### src/rtl/command_frame_builder_crc16_defines.svh
// Assertion helpers shared by the frame builder RTL.
`ifndef COMMAND_FRAME_BUILDER_CRC16_DEFINES_SVH
`define COMMAND_FRAME_BUILDER_CRC16_DEFINES_SVH

// Same-cycle implication, checked outside reset.
`define CFB_ASSERT_IMPL(lbl, clk_s, rstn_s, ante, cons, msg) \
  lbl: assert property (@(posedge clk_s) disable iff (!rstn_s) (ante) |-> (cons)) \
    else $error(msg);

// Next-cycle implication, checked outside reset.
`define CFB_ASSERT_NEXT(lbl, clk_s, rstn_s, ante, cons, msg) \
  lbl: assert property (@(posedge clk_s) disable iff (!rstn_s) (ante) |=> (cons)) \
    else $error(msg);

`endif

### src/rtl/cfb_pkg.sv
package cfb_pkg;

  localparam int MAX_PAYLOAD = 256;
  localparam int MSP_LIMIT   = 255;
  localparam int LEN_W       = 9;

  localparam logic [LEN_W-1:0] MAX_LEN     = LEN_W'(MAX_PAYLOAD);
  localparam logic [LEN_W-1:0] MSP_MAX_LEN = LEN_W'(MSP_LIMIT);

  localparam logic [15:0] CRC_POLY  = 16'h1021;
  localparam logic [7:0]  FW_MARKER = 8'h2f;
  localparam logic [7:0]  MSP_HDR0  = 8'h24;  // '$'
  localparam logic [7:0]  MSP_HDR1  = 8'h4d;  // 'M'
  localparam logic [7:0]  MSP_HDR2  = 8'h3c;  // '<'

  // job queue, depth must be a power of two
  localparam int QUEUE_DEPTH = 4;
  localparam int QPTR_W      = $clog2(QUEUE_DEPTH);
  localparam int QCNT_W      = $clog2(QUEUE_DEPTH + 1);

  localparam int IN_TDATA_W  = 48;
  localparam int IN_TUSER_W  = 2;
  localparam int OUT_TDATA_W = 8;
  localparam int OUT_TUSER_W = 2;

  typedef enum logic {
    PROTO_FW  = 1'b0,
    PROTO_MSP = 1'b1
  } proto_t;

  typedef enum logic [1:0] {
    JOB_ERR,
    JOB_START,
    JOB_DATA
  } job_kind_t;

  typedef struct packed {
    job_kind_t   kind;
    proto_t      proto;
    logic [7:0]  cmd;
    logic [15:0] addr;
    logic [7:0]  len_byte;
    logic [7:0]  pay_byte;
    logic        has_pay;   // a payload byte goes out
    logic        trailer;   // check bytes close the frame
  } job_t;

  typedef enum logic [3:0] {
    BK_IDLE,
    BK_ERR,
    BK_H0,
    BK_H1,
    BK_H2,
    BK_H3,
    BK_H4,
    BK_PAY,
    BK_CHK_HI,
    BK_CHK_LO
  } bk_state_t;

  // CRC-16, poly 0x1021, MSB first, one byte
  function automatic logic [15:0] crc_fold(input logic [15:0] crc, input logic [7:0] b);
    logic [15:0] c;
    c = crc ^ {b, 8'h00};
    for (int i = 0; i < 8; i++) begin
      c = c[15] ? ((c << 1) ^ CRC_POLY) : (c << 1);
    end
    return c;
  endfunction

endpackage

### src/rtl/cfb_front.sv
`include "command_frame_builder_crc16_defines.svh"

module cfb_front
  import cfb_pkg::*;
(
  input  logic                  clk,
  input  logic                  rst_n,
  input  logic                  in_tvalid,
  output logic                  in_tready,
  input  logic [IN_TDATA_W-1:0] in_tdata,
  input  logic [IN_TUSER_W-1:0] in_tuser,
  input  logic                  q_full,
  output logic                  push,
  output job_t                  push_job
);

  logic             in_frame_r, in_frame_nxt;
  logic [LEN_W-1:0] left_r, left_nxt;
  proto_t           proto_r, proto_nxt;

  logic             start;
  proto_t           proto_in;
  logic [LEN_W-1:0] len;
  logic             len_ok;
  logic [LEN_W-1:0] left_dec;

  assign in_tready = !q_full;
  assign push      = in_tvalid && in_tready;

  assign start    = in_tuser[0];
  assign proto_in = proto_t'(in_tuser[1]);
  assign len      = in_tdata[32:24];

  assign len_ok = (proto_in == PROTO_MSP) ? (len <= MSP_MAX_LEN && len <= MAX_LEN)
                                          : (len != '0 && len <= MAX_LEN);

  assign left_dec = (left_r != '0) ? left_r - LEN_W'(1) : left_r;

  always_comb begin
    push_job.kind     = JOB_DATA;
    push_job.proto    = proto_r;
    push_job.cmd      = in_tdata[7:0];
    push_job.addr     = in_tdata[23:8];
    push_job.len_byte = len[7:0];
    push_job.pay_byte = in_tdata[40:33];
    push_job.has_pay  = 1'b1;
    push_job.trailer  = 1'b0;
    in_frame_nxt      = in_frame_r;
    left_nxt          = left_r;
    proto_nxt         = proto_r;
    priority if (start) begin
      if (!len_ok) begin
        push_job.kind = JOB_ERR;
        in_frame_nxt  = 1'b0;
        left_nxt      = '0;
      end else begin
        push_job.kind  = JOB_START;
        push_job.proto = proto_in;
        proto_nxt      = proto_in;
        if (len == '0) begin
          // empty MSP frame: header and checksum only
          push_job.has_pay = 1'b0;
          push_job.trailer = 1'b1;
          in_frame_nxt     = 1'b0;
          left_nxt         = '0;
        end else begin
          left_nxt         = len - LEN_W'(1);
          push_job.trailer = (len == LEN_W'(1));
          in_frame_nxt     = (len != LEN_W'(1));
        end
      end
    end else if (!in_frame_r) begin
      push_job.kind = JOB_ERR;
    end else begin
      left_nxt         = left_dec;
      push_job.trailer = (left_dec == '0);
      in_frame_nxt     = (left_dec != '0);
    end
  end

  always_ff @(posedge clk) begin
    if (!rst_n) begin
      in_frame_r <= 1'b0;
      left_r     <= '0;
      proto_r    <= PROTO_FW;
    end else if (push) begin
      in_frame_r <= in_frame_nxt;
      left_r     <= left_nxt;
      proto_r    <= proto_nxt;
    end
  end

  `CFB_ASSERT_NEXT(a_trailer_closes, clk, rst_n, push && push_job.trailer, !in_frame_r, "frame open after trailer")
  `CFB_ASSERT_IMPL(a_open_has_bytes, clk, rst_n, in_frame_r, left_r != '0, "open frame with no bytes left")

endmodule

### src/rtl/cfb_queue.sv
module cfb_queue
  import cfb_pkg::*;
(
  input  logic clk,
  input  logic rst_n,
  input  logic push,
  input  job_t push_job,
  output logic full,
  input  logic pop,
  output logic head_valid,
  output job_t head_job
);

  job_t              mem_r [QUEUE_DEPTH];
  logic [QPTR_W-1:0] wr_ptr_r, rd_ptr_r;
  logic [QCNT_W-1:0] count_r;

  assign full       = (count_r == QCNT_W'(QUEUE_DEPTH));
  assign head_valid = (count_r != '0);
  assign head_job   = mem_r[rd_ptr_r];

  always_ff @(posedge clk) begin
    if (!rst_n) begin
      wr_ptr_r <= '0;
      rd_ptr_r <= '0;
      count_r  <= '0;
    end else begin
      if (push) begin
        wr_ptr_r <= wr_ptr_r + QPTR_W'(1);
      end
      if (pop) begin
        rd_ptr_r <= rd_ptr_r + QPTR_W'(1);
      end
      unique case ({push, pop})
        2'b10:   count_r <= count_r + QCNT_W'(1);
        2'b01:   count_r <= count_r - QCNT_W'(1);
        default: count_r <= count_r;
      endcase
    end
  end

  always_ff @(posedge clk) begin
    if (push) begin
      mem_r[wr_ptr_r] <= push_job;
    end
  end

endmodule

### src/rtl/cfb_back.sv
`include "command_frame_builder_crc16_defines.svh"

module cfb_back
  import cfb_pkg::*;
(
  input  logic                   clk,
  input  logic                   rst_n,
  input  logic                   head_valid,
  input  job_t                   head_job,
  output logic                   pop,
  output logic                   out_tvalid,
  input  logic                   out_tready,
  output logic [OUT_TDATA_W-1:0] out_tdata,
  output logic                   out_tlast,
  output logic [OUT_TUSER_W-1:0] out_tuser
);

  bk_state_t   state_r, state_nxt;
  job_t        cur_r;
  logic [15:0] crc_r, crc_nxt;
  logic [7:0]  xor_r, xor_nxt;

  logic        out_valid_r;
  logic [7:0]  out_byte_r;
  logic        out_last_r, out_fend_r, out_err_r;

  logic        adv, emit;
  logic        is_fw;
  logic [7:0]  byte_c;
  logic        fend_c, err_c, fold_c, done_c;
  bk_state_t   cont_c, first_c;
  logic [15:0] crc_base;
  logic [7:0]  xor_base;

  assign adv   = !out_valid_r || out_tready;
  assign emit  = (state_r != BK_IDLE) && adv;
  assign is_fw = (cur_r.proto == PROTO_FW);

  // byte and flags of the current step
  always_comb begin
    byte_c = '0;
    fend_c = 1'b0;
    err_c  = 1'b0;
    fold_c = 1'b0;
    done_c = 1'b0;
    cont_c = BK_IDLE;
    unique case (state_r)
      BK_IDLE: begin
        done_c = 1'b0;
      end
      BK_ERR: begin
        err_c  = 1'b1;
        done_c = 1'b1;
      end
      BK_H0: begin
        byte_c = is_fw ? FW_MARKER : MSP_HDR0;
        fold_c = is_fw;
        cont_c = BK_H1;
      end
      BK_H1: begin
        byte_c = is_fw ? cur_r.cmd : MSP_HDR1;
        fold_c = is_fw;
        cont_c = BK_H2;
      end
      BK_H2: begin
        byte_c = is_fw ? cur_r.addr[15:8] : MSP_HDR2;
        fold_c = is_fw;
        cont_c = BK_H3;
      end
      BK_H3: begin
        byte_c = is_fw ? cur_r.addr[7:0] : cur_r.len_byte;
        fold_c = 1'b1;
        cont_c = BK_H4;
      end
      BK_H4: begin
        byte_c = is_fw ? cur_r.len_byte : cur_r.cmd;
        fold_c = 1'b1;
        cont_c = cur_r.has_pay ? BK_PAY : BK_CHK_HI;
      end
      BK_PAY: begin
        byte_c = cur_r.pay_byte;
        fold_c = 1'b1;
        done_c = !cur_r.trailer;
        cont_c = BK_CHK_HI;
      end
      BK_CHK_HI: begin
        byte_c = is_fw ? crc_r[15:8] : xor_r;
        fend_c = !is_fw;
        done_c = !is_fw;
        cont_c = BK_CHK_LO;
      end
      BK_CHK_LO: begin
        byte_c = crc_r[7:0];
        fend_c = 1'b1;
        done_c = 1'b1;
      end
      default: begin
        done_c = 1'b1;
      end
    endcase
  end

  always_comb begin
    unique case (head_job.kind)
      JOB_START: first_c = BK_H0;
      JOB_DATA:  first_c = BK_PAY;
      default:   first_c = BK_ERR;
    endcase
  end

  assign pop = head_valid && ((state_r == BK_IDLE) || (adv && done_c));

  always_comb begin
    state_nxt = state_r;
    priority if (state_r == BK_IDLE) begin
      if (head_valid) begin
        state_nxt = first_c;
      end
    end else if (adv) begin
      if (!done_c) begin
        state_nxt = cont_c;
      end else if (head_valid) begin
        state_nxt = first_c;
      end else begin
        state_nxt = BK_IDLE;
      end
    end
  end

  // marker step restarts both checks
  assign crc_base = (state_r == BK_H0) ? 16'h0000 : crc_r;
  assign xor_base = (state_r == BK_H0) ? 8'h00 : xor_r;
  assign crc_nxt  = (fold_c && is_fw) ? crc_fold(crc_base, byte_c) : crc_base;
  assign xor_nxt  = (fold_c && !is_fw) ? (xor_base ^ byte_c) : xor_base;

  always_ff @(posedge clk) begin
    if (!rst_n) begin
      state_r     <= BK_IDLE;
      out_valid_r <= 1'b0;
      crc_r       <= '0;
      xor_r       <= '0;
    end else begin
      state_r <= state_nxt;
      if (adv) begin
        out_valid_r <= (state_r != BK_IDLE);
      end
      if (emit) begin
        crc_r <= crc_nxt;
        xor_r <= xor_nxt;
      end
    end
  end

  always_ff @(posedge clk) begin
    if (pop) begin
      cur_r <= head_job;
    end
    if (emit) begin
      out_byte_r <= byte_c;
      out_last_r <= done_c;
      out_fend_r <= fend_c;
      out_err_r  <= err_c;
    end
  end

  assign out_tvalid = out_valid_r;
  assign out_tdata  = out_byte_r;
  assign out_tlast  = out_last_r;
  assign out_tuser  = {out_err_r, out_fend_r};

  `CFB_ASSERT_IMPL(a_err_single, clk, rst_n, out_tvalid && out_tuser[1], out_tlast && !out_tuser[0], "error byte not a lone last byte")
  `CFB_ASSERT_IMPL(a_fend_last, clk, rst_n, out_tvalid && out_tuser[0], out_tlast, "check byte not last of its item")
  `CFB_ASSERT_IMPL(a_crc_lo_fw, clk, rst_n, state_r == BK_CHK_LO, cur_r.proto == PROTO_FW, "second check byte on MSP frame")

endmodule

### src/rtl/command_frame_builder_crc16.sv
// The first byte of an item passes through the job queue, the back-end state and the output register.
// The back end sends one output byte per cycle unless out_tready stalls it; a mid-frame item is one
// payload byte, plus check bytes when it closes the frame, and a frame start adds its header first.
// Input stays ready while the 4-entry job queue has room.
// Reset: rst_n synchronous, active low; clears frame state, checks, queue and output.
module command_frame_builder_crc16
  import cfb_pkg::*;
(
  input  logic                   clk,
  input  logic                   rst_n,
  input  logic                   in_tvalid,
  output logic                   in_tready,
  // [7:0] command_code, [23:8] address, [32:24] payload_length,
  // [40:33] payload_byte, [47:41] zero
  input  logic [IN_TDATA_W-1:0]  in_tdata,
  // [0] frame_start, [1] protocol
  input  logic [IN_TUSER_W-1:0]  in_tuser,
  output logic                   out_tvalid,
  input  logic                   out_tready,
  // [7:0] out_byte
  output logic [OUT_TDATA_W-1:0] out_tdata,
  output logic                   out_tlast,   // run_last
  // [0] frame_end, [1] length_error
  output logic [OUT_TUSER_W-1:0] out_tuser
);

  // Front end: takes each transaction, checks the length, tracks the open frame
  // and bytes left, and turns the item into one job (error, frame start or
  // payload byte, with a flag for the closing check bytes).
  logic q_full;
  logic push;
  job_t push_job;

  cfb_front u_front (
    .clk       (clk),
    .rst_n     (rst_n),
    .in_tvalid (in_tvalid),
    .in_tready (in_tready),
    .in_tdata  (in_tdata),
    .in_tuser  (in_tuser),
    .q_full    (q_full),
    .push      (push),
    .push_job  (push_job)
  );

  // Short job queue between the two halves, so the input side keeps taking
  // items while a header or trailer is still being sent.
  logic pop;
  logic head_valid;
  job_t head_job;

  cfb_queue u_queue (
    .clk        (clk),
    .rst_n      (rst_n),
    .push       (push),
    .push_job   (push_job),
    .full       (q_full),
    .pop        (pop),
    .head_valid (head_valid),
    .head_job   (head_job)
  );

  // Back end: steps through the bytes of each job, folds them into the running
  // CRC-16 (four-way) or XOR sum (MSP), and drives a registered output stage.
  // The next job is picked up in the same cycle the last byte of the current
  // one is sent, so payload bytes stream at one per cycle while the output is not stalled.
  cfb_back u_back (
    .clk        (clk),
    .rst_n      (rst_n),
    .head_valid (head_valid),
    .head_job   (head_job),
    .pop        (pop),
    .out_tvalid (out_tvalid),
    .out_tready (out_tready),
    .out_tdata  (out_tdata),
    .out_tlast  (out_tlast),
    .out_tuser  (out_tuser)
  );

endmodule

### config.mk
export PLATFORM = sky130hd
export DESIGN_NAME = command_frame_builder_crc16
export DESIGN_NICKNAME = d
export VERILOG_FILES = /design/src/rtl/cfb_pkg.sv /design/src/rtl/cfb_front.sv /design/src/rtl/cfb_queue.sv /design/src/rtl/cfb_back.sv /design/src/rtl/command_frame_builder_crc16.sv
export VERILOG_INCLUDE_DIRS = /design/src /design/src/rtl
export SDC_FILE = /design/constraint.sdc
export NUM_CORES = 1
export LEC_CHECK = 0
export CORE_ASPECT_RATIO = 1.75
export CORE_MARGIN = 2
export CORE_UTILIZATION = 30
export DETAILED_ROUTE_END_ITERATION = 16
export DONT_BUFFER_PORTS = 1
export GPL_TIMING_DRIVEN = 0
export PLACE_DENSITY_LB_ADDON = 0.25
export SKIP_CTS_REPAIR_TIMING = 1
export SLEW_MARGIN = 20
export SYNTH_ARGS = -nofsm -noshare
export SYNTH_HDL_FRONTEND = slang
export SYNTH_SLANG_ARGS = --single-unit
export TNS_END_PERCENT = 20
### constraint.sdc
create_clock -name clk -period 6.05 [get_ports clk]
set_input_delay 0.3025 -clock clk [delete_from_list [all_inputs] [get_ports clk]]
set_output_delay 0.3025 -clock clk [all_outputs]
set_load 0.02 [all_outputs]
==> metrics.yaml <==
synth_compound_area_share_pct: 7.577
synthArstFlopShare_pct: 0
p_sw_share_pct: 33.21
p_seq_share_pct: 43.6
fin_cells: 1480
grt_antenna_before_repair: 0
yosysTopAreaCell: "edfxtp_1"
end_kind: "flip-flop"
internal_power_uw: 4427
status: "finished with violations"
viasPerCell: 4.924
slew_headroom_pct: 39.37
synth_top_family_by_area: "simple AND/OR/NAND/NOR gates"
ys_seq_area_share_pct: 64.22
vdd_drop_max_mv: 0.1983
crit_required_ns: 6.52
worstSkewPairLatency_ns: 0.55
post_synth_num_cell_types: 83
yosysTopAreaCellShare_pct: 56.36
root_buffer: "clkbuf_16"
hold_path.startpoint: "in_tdata[27]"
utilization_pct: 35.57
max_freq_mhz: 284.9
drive_above_1_share_pct: 16.13
path_cells: "buf_6, buf_2, buf_2, nand3b_1, a21oi_1, o21ai_0, a21oi_4, ha_1, inv_1, fa_1, xor2_1, or3_1, a21boi_0"
setup.worst_path.start: "u_back.state_r[2]"
slowest_stage: "a21oi_4"
total_power_uw: 6629
synth_edf_count: 234
yosys_warnings: 0
met2_length_um: 17390
io_pins: 67
p_clk_share_pct: 24.1
synthAdderAreaFrac_pct: 1.264
violations: "hold timing"
crit_type: "flip-flop to flip-flop"
cp_max_fo: 10
regToRegStartpoint: "u_back.state_r[2]"
synth_area_leaders: "edfxtp_1, mux4_2, dfxtp_1"
synthSimpleGateAreaFrac_pct: 10.13
holdWs_ns: -0.0009504
critPathMaxStageDelay_ns: 0.48
fin_tns_setup_ns: 0
wirelength_um: 31850
finalHoldViolations: 1
wire_per_inst_um: 21.52
synth-main-ff-cell: "edfxtp_1"
wl_met3_um: 993
grt_pass1_wl_um: 48190
synthToLayoutAreaGrowth_pct: 16.84
dp_cells: 1394
topRoutingLayerUsed: "met4"
die_h_um: 273.7
dr.pass1.iters: 5
postSynthCellCount: 838
wl_met1_um: 11710
worstPathArrival_ns: 3.98
clock_path_buffers: 3
io_buffers: 0
diodes: 0
htree_levels: 1
rows: 98
leakagePower_uw: 0.004825
floorplan.initialDensity_pct: 30.44
rsz0062_at_grt: "false"
synth-seq-cells: 283
layout.nets: 979
p_comb_share_pct: 32.4
worstSetupStartpointType: "flip-flop"
min_period_ns: 3.510
vias: 7288
cts_sinks: 283
worst_path_most_repeated_cell: "buf_2"
slew_viol_final: 0
timing.final.crit_share_pct: 58.01
worstMarginPinSlew_ns: 0.9094
synth.avg_cell_area_um2: 14.88
cts_tree: "yes"
place_congestion: 0.9177
synthXorXnorAreaFrac_pct: 3.773
post-route-drc-count: 0
hold_path_class: "input port to flip-flop"
p_per_area_mw_per_mm2: 455.0
ant_nets: 0
dp_hpwl_um: 23000
dieArea_mm2: 0.04327
fin_skew_ns: 0.01229
fill_cells: 3987
cap_viol_max_count: 0
drtIter0Drc: 512
grt_usage_pct: 14.97
syn_area_mm2: 0.01247
syn_nets: 904
clk_pin_slew_ns: 0.07
dieWidth_um: 158.1
gr-total-overflow: 0
p_switching_uw: 2202
cts_made_buffers: 26
synthMuxAreaShare_pct: 10.12
grt_pass1_vias: 7620
setup_viol: 0
core_area_mm2: 0.04095
grt_max_degree: 42
-- power groups by stage --
stage / logic [uW] / registers, uW / clock network [uW]
2_1_floorplan: 1480 / 2830 / 0
6_report: 2140 / 2890 / 1590
4_1_cts: 2130 / 2900 / 1640
3_5_place_dp: 2120 / 2940 / 0
3_3_place_gp: 2000 / 2970 / 0
5_1_grt: 2320 / 2920 / 1710
-- cells in the mapped netlist (all sizes together), types with 5 or more instances --
cell type  instances
o211ai             6
a21boi             6
clkbuf            19
nor2              28
and2              23
o22a               5
o21ai             30
nand2b             8
edfxtp           234
nand2             68
or2                5
dfxtp             49
buf               30
inv               28
xnor2             14
nor3              12
a31oi              7
nand4              9
a21oi             33
mux2i             18
mux2               6
ha                11
or3                6
xor2              21
nand3             10
a32oi              5
mux4              45
and3               6
nor2b             12
-- layout by cell type, fill, tap and decap left out, drive strengths merged, types with 5 or more instances in the layout --
master	count
edfxtp	234
nand2	68
clkbuf	53
dfxtp	49
mux4	45
dlygate4sd3	41
buf	35
a21oi	33
o21ai	30
inv	28
nor2	28
and2	23
xor2	21
mux2i	18
xnor2	14
nor3	12
nor2b	12
ha	11
nand3	10
nand4	9
clkinv	9
nand2b	8
a31oi	7
or3	6
mux2	6
o211ai	6
a21boi	6
and3	6
or2	5
a32oi	5
o22a	5
-- layout make-up --
cell class / instances / area [um2] / share of cell area, %
plain buffers: 49 / 261.5 / 1.795
clock buffers: 33 / 698.2 / 4.793
clock inverters: 12 / 103.9 / 0.7129
inverters: 28 / 105.1 / 0.7215
multi-input cells: 478 / 4128 / 28.33
flip-flops and latches: 283 / 8008 / 54.97
well taps: 550 / 688.2 / 4.724
repair buffers: 47 / 575.6 / 3.951
-- per-stage QoR --
| step | hold WS (ns) | instance area [um2] | worst slack [ns] |
|---|---|---|---|
| detailed placement | 0.4015 | 13350 | 2.545 |
| finish | -0.0009504 | 14570 | 2.540 |
| floorplan | 0.4014 | 12470 | 0.9218 |
| global placement | 0.4015 | 13160 | -0.5197 |
| global route | 0.03062 | 14570 | 2.353 |
| CTS | -0.1710 | 14150 | 2.531 |
-- per-layer routing --
layer / GRT usage, % / up-vias
met1: 16.15 / 3663
met4: 8.037 / 0
met3: 2.090 / 74
met5: 0 / -
li1: - / 3377
met2: 27.80 / 174
-- sequential cells by signal (all words and copies together) (netlist names), named ones only --
| signal | count |
|---|---|
| u_queue.wr_ptr_r | 2 |
| u_back.cur_r | 43 |
| u_back.out_fend_r | 1 |
| u_back.crc_r | 16 |
| u_queue.mem_r | 180 |
| u_back.out_err_r | 1 |
| u_front.proto_r | 1 |
| u_back.out_tvalid | 1 |
| u_back.state_r | 4 |
| u_back.out_tdata | 8 |
| u_back.xor_r | 8 |
| u_queue.rd_ptr_r | 2 |
| u_front.in_frame_r | 1 |
| u_front.left_r | 9 |
| u_queue.count_r | 3 |
| u_back.out_tlast | 1 |
-- worst paths after layout --
check | endpoint | cells past startpoint | slack [ns]
worst max-delay path | u_queue.count_r[2] | 13 | 2.54
worst min-delay path | u_front.left_r[3] | 3 | -0.001
worst max register to register | u_queue.count_r[2] | 13 | 2.54
worst min register to register | u_back.crc_r[14] | 2 | 0.50
-- critical path, delay by kind of cell, from the launching register on --
kind	cells	cell delay (ns)
xor gates and xnor gates	1	0.16
and+or+nand+nor	2	0.45
adders and majority gates	2	0.64
DFF	1	0.35
AOI/OAI and AO/OA	4	1.12
buffers and inverters	4	0.71
-- cells by family (layout without fill, tap and decap cells) --
group | Yosys count | in the layout
flops | 283 | 283
simple gates | 222 | 222
compound gates | 134 | 134
buf+inv | 77 | 169
mux | 69 | 69
xor+xnor | 41 | 41
fa+ha+maj | 12 | 12
Power figures use the tool's default switching activity.
